**src/design/qmfg_pkg.sv**
```systemverilog
// ----------------------------------------------------------------------------
// qmfg_pkg: shared definitions for the quartic mean-field gradient unit
// Widths, fixed-point constants, the sequencer states and the multiplier
// request/response bundles.
// ----------------------------------------------------------------------------
package qmfg_pkg;

	localparam int MAX_SITES = 64;
	localparam int SITE_W    = $clog2(MAX_SITES);
	localparam int CNT_W     = $clog2(MAX_SITES + 1);
	localparam int CFG_W     = 7;

	localparam int POS_W     = 32;
	localparam int GRAD_W    = 48;
	localparam int IDX_W     = 6;
	localparam int TDATA_W   = 56;

	localparam int FRAC_Q    = 28;
	localparam int FRAC_R    = 48;
	localparam int RECIP_W   = FRAC_R + 1;
	localparam int DIVC_W    = $clog2(RECIP_W);

	// squares and cubes of a Q4.28 value, and the running sums over the vector
	localparam int X2_W      = 36;
	localparam int X3_W      = 39;
	localparam int S1_W      = POS_W + SITE_W + 1;
	localparam int S2_W      = X2_W + SITE_W + 1;
	localparam int S3_W      = X3_W + SITE_W + 1;

	// shared multiplier: signed operands, magnitude processed 16 bits a cycle
	localparam int MUL_W     = 44 + SITE_W;
	localparam int MAG_W     = MUL_W - 1;
	localparam int DIG_N     = (MAG_W + 15) / 16;
	localparam int DIG_W     = $clog2(DIG_N);
	localparam int ACC_W     = 2 * MAG_W;

	localparam logic [ACC_W:0] HALF_Q = (ACC_W + 1)'(1) << (FRAC_Q - 1);
	localparam logic [ACC_W:0] HALF_R = (ACC_W + 1)'(1) << (FRAC_R - 1);

	localparam logic signed [MUL_W-1:0] GRAD_HI = MUL_W'((64'sd1 <<< (GRAD_W - 1)) - 64'sd1);
	localparam logic signed [MUL_W-1:0] GRAD_LO = MUL_W'(-(64'sd1 <<< (GRAD_W - 1)));

	localparam logic [CFG_W-1:0] SITES_RESET = CFG_W'(64);

	typedef enum logic [3:0] {
		ST_IDLE,
		ST_MUL_XX,
		ST_MUL_X2X,
		ST_LOAD_ACC,
		ST_DIV,
		ST_FETCH,
		ST_CAPTURE,
		ST_COUPLE,
		ST_MUL_S1,
		ST_MUL_S2,
		ST_MUL_CR,
		ST_SUM,
		ST_PUSH
	} qmfg_state_t;

	typedef struct packed {
		logic                    start;
		logic                    shift48;
		logic signed [MUL_W-1:0] op_a;
		logic signed [MUL_W-1:0] op_b;
	} qmfg_mul_req_t;

	typedef struct packed {
		logic                    done;
		logic signed [MUL_W-1:0] value;
	} qmfg_mul_rsp_t;

endpackage

```
**src/design/qmfg_mul.sv**
```systemverilog
// ----------------------------------------------------------------------------
// qmfg_mul: shared rounding multiplier
// Signed product, one 16-bit digit of the second operand per cycle, then a
// round-half-up shift by 28 or 48 bits.
// ----------------------------------------------------------------------------
module qmfg_mul (
	input  logic                   clk,
	input  logic                   arst_n,
	input  qmfg_pkg::qmfg_mul_req_t req,
	output qmfg_pkg::qmfg_mul_rsp_t rsp
);

	logic                                 run_q;
	logic                                 rnd_q;
	logic                                 done_q;
	logic [qmfg_pkg::DIG_W-1:0]           cnt_q;
	logic [qmfg_pkg::MAG_W-1:0]           mag_a_q;
	logic [qmfg_pkg::DIG_N*16-1:0]        mag_b_q;
	logic                                 neg_q;
	logic                                 sh48_q;
	logic [qmfg_pkg::ACC_W-1:0]           acc_q;
	logic [qmfg_pkg::MAG_W-1:0]           rmag_q;

	logic [qmfg_pkg::MAG_W-1:0]           mag_a;
	logic [qmfg_pkg::MAG_W-1:0]           mag_b;
	logic [15:0]                          digit;
	logic [qmfg_pkg::MAG_W+15:0]          pp;
	logic [qmfg_pkg::ACC_W-1:0]           acc_n;
	logic [qmfg_pkg::ACC_W:0]             rsum;

	assign mag_a = qmfg_pkg::MAG_W'(req.op_a[qmfg_pkg::MUL_W-1] ? -req.op_a : req.op_a);
	assign mag_b = qmfg_pkg::MAG_W'(req.op_b[qmfg_pkg::MUL_W-1] ? -req.op_b : req.op_b);
	assign digit = mag_b_q[cnt_q*16 +: 16];
	assign pp    = mag_a_q * digit;
	assign acc_n = qmfg_pkg::ACC_W'({acc_q, 16'b0}) + qmfg_pkg::ACC_W'(pp);
	// negative products round ties towards the higher value: bias the magnitude by one less
	assign rsum  = (qmfg_pkg::ACC_W + 1)'(acc_q)
		+ (sh48_q ? qmfg_pkg::HALF_R : qmfg_pkg::HALF_Q)
		- (qmfg_pkg::ACC_W + 1)'(neg_q);

	always_ff @(posedge clk or negedge arst_n) begin
		if (!arst_n) begin
			run_q  <= 1'b0;
			rnd_q  <= 1'b0;
			done_q <= 1'b0;
			cnt_q  <= '0;
		end else begin
			done_q <= !req.start && !run_q && rnd_q;
			if (req.start) begin
				run_q <= 1'b1;
				cnt_q <= qmfg_pkg::DIG_W'(qmfg_pkg::DIG_N - 1);
			end else if (run_q) begin
				cnt_q <= cnt_q - 1'b1;
				if (cnt_q == '0) begin
					run_q <= 1'b0;
					rnd_q <= 1'b1;
				end
			end else if (rnd_q) begin
				rnd_q  <= 1'b0;
			end
		end
	end

	always_ff @(posedge clk) begin
		if (req.start) begin
			mag_a_q <= mag_a;
			mag_b_q <= (qmfg_pkg::DIG_N*16)'(mag_b);
			neg_q   <= req.op_a[qmfg_pkg::MUL_W-1] ^ req.op_b[qmfg_pkg::MUL_W-1];
			sh48_q  <= req.shift48;
			acc_q   <= '0;
		end else if (run_q) begin
			acc_q <= acc_n;
		end else if (rnd_q) begin
			rmag_q <= sh48_q ? rsum[qmfg_pkg::FRAC_R +: qmfg_pkg::MAG_W]
				: rsum[qmfg_pkg::FRAC_Q +: qmfg_pkg::MAG_W];
		end
	end

	assign rsp.done  = done_q;
	assign rsp.value = neg_q ? -$signed({1'b0, rmag_q}) : $signed({1'b0, rmag_q});

endmodule

```
**config.mk**
```make
export PLATFORM = sky130hd
export DESIGN_NAME = qmfg_mul
export DESIGN_NICKNAME = d
export VERILOG_FILES = /design/src/design/qmfg_pkg.sv /design/src/design/qmfg_mul.sv
export SDC_FILE = /design/constraint.sdc
export NUM_CORES = 2
export LEC_CHECK = 0
export ABC_AREA = 1
export BUFFER_PORTS_ARGS = -buffer_cell sky130_fd_sc_hd__buf_2
export CELL_PAD_IN_SITES_DETAIL_PLACEMENT = 0
export CELL_PAD_IN_SITES_GLOBAL_PLACEMENT = 2
export CORE_MARGIN = 2
export CORE_UTILIZATION = 37
export DETAILED_ROUTE_END_ITERATION = 10
export GPL_TIMING_DRIVEN = 0
export PLACE_DENSITY = 0.88
export SYNTH_ARGS = -nofsm -noshare
export SYNTH_HDL_FRONTEND = slang
export SYNTH_SLANG_ARGS = --single-unit
```
**constraint.sdc**
```tcl
create_clock -name clk -period 8.8 [get_ports clk]
set_input_delay 0.88 -clock clk [delete_from_list [all_inputs] [get_ports clk]]
set_output_delay 0.88 -clock clk [all_outputs]
set_load 0.01 [all_outputs]
```
==> results.sh <==
export IMPL_cp_slowest_cell="xor2_1"
export IMPL_finalHoldViolCount=0
export IMPL_clock_root_buffer="clkbuf_16"
export IMPL_post_cts_buffers=0
export IMPL_cts_tree="done"
export IMPL_max_freq_mhz=116.9
export IMPL_drc=0
export IMPL_drive_gt1_frac=0.04886
export IMPL_ys_seq_elements=251
export IMPL_synth_nets=8710
export IMPL_worstMarginPinSlew_ps=1228
export IMPL_htree_levels=2
export IMPL_wl_per_cell_um=23.51
export IMPL_startpoint="cnt_q[0]"
export IMPL_grt_pass1_wl_mm=333.0
export IMPL_skew_ps=35.57
export IMPL_ys_types=57
export IMPL_route_met2_wl_mm=94.98
export IMPL_drt_total_wl_mm=226.5
export IMPL_grt_start_max_net_pins=55
export IMPL_avgSynthCellArea_um2=6.743
export IMPL_worst_slack_ps=247.2
export IMPL_drt_iter0_drc=4737
export IMPL_setup_viol_count_final=0
export IMPL_cts_clk_slew_worst_paths_ps=60
export IMPL_vias_per_cell=5.169
export IMPL_drt_pass1_iterations=7
export IMPL_hold_path_class="input pin to async pin"
export IMPL_cts_buffer_depth=3
export IMPL_synth_warnings=0
export IMPL_design_area_um2=55690
export IMPL_postCtsHoldBufs=0
export IMPL_dp_hpwl_mm=199.5
export IMPL_grt_pass1_vias=50040
export IMPL_crit_arrival_ps=9100
export IMPL_netlist_area_um2=51390
export IMPL_core_rowCount=136
export IMPL_route_top_layer_used="met5"
export IMPL_reg2reg_slack_ps=250
export IMPL_maxCapViolations=0
export IMPL_fp_dieW_um=376.7
export IMPL_grtUsageTotal=0.3228
export IMPL_ioPinCount=155
export IMPL_period_needed_ps=8553
export IMPL_required_ps=9350
export IMPL_via_count=49815
export IMPL_slowest_delay_ps=910
export IMPL_ant_nets=0
export IMPL_r2r_start="cnt_q[0]"
export IMPL_numPortBuffers=154
export IMPL_core_area_um2=137700
export IMPL_startpoint_type="register"
export IMPL_rsz0062_at_grt="false"
export IMPL_status="completed"
export IMPL_end_kind="register"
export IMPL_initial_core_util=0.3733
export IMPL_layout_nets=8903
export IMPL_regArea_um2=6541
export IMPL_fill_cells=14921
export IMPL_relSlewSlack=0.1814
export IMPL_cts_inserted_buffers=35
export IMPL_ctsResizeCount=0
export IMPL_overflow=0
export IMPL_design_die_area_um2=141900
export IMPL_endpoint="acc_q[25]"
export IMPL_fp_dieH_um=376.7
export IMPL_reg2reg_depth=26
export IMPL_timing_rr_end="acc_q[25]"
export IMPL_multi_input_area_um2=37140
export IMPL_wl_met1_mm=103.6
export IMPL_synth_edf_count=149
export IMPL_fin_hold_ws_ps=112.9
export IMPL_place_worst_setup_slack_ps=170.7
export IMPL_syn_to_final_growth_pct=8.371
export IMPL_synth_cells=7621
export IMPL_final_common_cell="nand2_1"
export IMPL_final_max_slew_viol_count=0
export IMPL_crit_path_max_fanout=10
export IMPL_min_period_over_period=0.9719
export IMPL_final_cell_mix="nand2_1, inv_1, nor2_1, fa_1, a21oi_1"
export IMPL_synthArstFlopShare=0.01992
export IMPL_worstSetupPathType="register to register"
export IMPL_gp_congestion=1.045
export IMPL_clock_sinks=251
export IMPL_ys_seq_area_frac=0.1273
export IMPL_clock_latency_ps=610
export IMPL_wl_met3_mm=21.07
export IMPL_place_area_um2=54460
export IMPL_synth_flop_cell="edfxtp_1"
export IMPL_antenna_found_initial=10
export IMPL_tns_ps=0
==> layout make-up <==
class / instances / share of cell area
Clock inverter: 21 / 0.004538
Antenna cell: 5 / 0.0002247
Sequential cell: 251 / 0.1175
Multi-Input combinational cell: 5318 / 0.6669
Buffer: 178 / 0.01332
Clock buffer: 40 / 0.01624
Inverter: 1874 / 0.1263
Timing Repair Buffer: 156 / 0.01474
Tap cell: 1794 / 0.04031
==> Yosys cell counts, types with 19 or more instances <==
| cell | number | share of area |
|---|---|---|
| nand2_1 | 2068 | 0.15 |
| inv_1 | 1850 | 0.14 |
| nor2_1 | 849 | 0.062 |
| fa_1 | 705 | 0.27 |
| a21oi_1 | 322 | 0.031 |
| nand3_1 | 307 | 0.030 |
| ha_1 | 280 | 0.068 |
| o21ai_0 | 232 | 0.023 |
| edfxtp_1 | 149 | 0.087 |
| xor2_1 | 121 | 0.021 |
| clkbuf_1 | 108 | 0.0079 |
| dfxtp_1 | 97 | 0.038 |
| nand4_1 | 72 | 0.0088 |
| nor3_1 | 64 | 0.0062 |
| xnor2_1 | 63 | 0.011 |
| buf_2 | 42 | 0.0041 |
| nor4_1 | 32 | 0.0039 |
| buf_1 | 25 | 0.0018 |
| o21bai_1 | 22 | 0.0032 |
| nand3b_1 | 19 | 0.0028 |
==> registers in the layout, indices dropped and copies added, names as in the netlist <==
signal / cells
acc_q: 97
cnt_q: 2
done_q: 1
mag_a_q: 49
mag_b_q: 49
neg_q: 1
rmag_q: 49
rnd_q: 1
run_q: 1
sh48_q: 1
==> how the worst min path moves through the flow <==
stage,end,from
2_1_floorplan,acc_q[89],acc_q[89]
3_3_place_gp,rnd_q,rnd_q
3_5_place_dp,acc_q[89],acc_q[89]
4_1_cts,done_q,arst_n
5_1_grt,run_q,arst_n
6_report,done_q,arst_n
==> stage by stage <==
stage            util  instances
6_report       0.4045       9637
5_1_grt        0.4044       9632
4_1_cts        0.4040       9632
3_5_place_dp   0.3956       9571
3_3_place_gp   0.3952       9569
2_1_floorplan       -       7621
==> cells by family (layout without fill, tap and decap cells) <==
group | after synthesis | count (layout) | synth area share
other cells | 0 | 5 | 0
flops | 251 | 251 | 0.1273
fa+ha+maj | 985 | 985 | 0.3428
buf+inv | 2052 | 2269 | 0.1511
xor+xnor | 184 | 184 | 0.03136
simple gates | 3497 | 3497 | 0.2788
compound gates | 652 | 652 | 0.06859
==> layer usage <==
layer / vias to the layer above / GRT usage
met5: - / 0
met4: 4 / 0.08483
met3: 281 / 0.06692
met2: 1954 / 0.4846
met1: 24451 / 0.4685
li1: 23125 / -
==> critical path: cells and delay by family, from the launching register on <==
family / cells / cell delay, ps
DFF: 1 / 410
AOI/OAI and AO/OA: 3 / 900
xor gates and xnor gates: 1 / 910
buffers and inverters: 9 / 1380
and+or+nand+nor: 6 / 1380
adders and majority gates: 7 / 3480
Power is not shown: default switching activity piles up to over one toggle a cycle in this logic, so the estimate is an artifact.
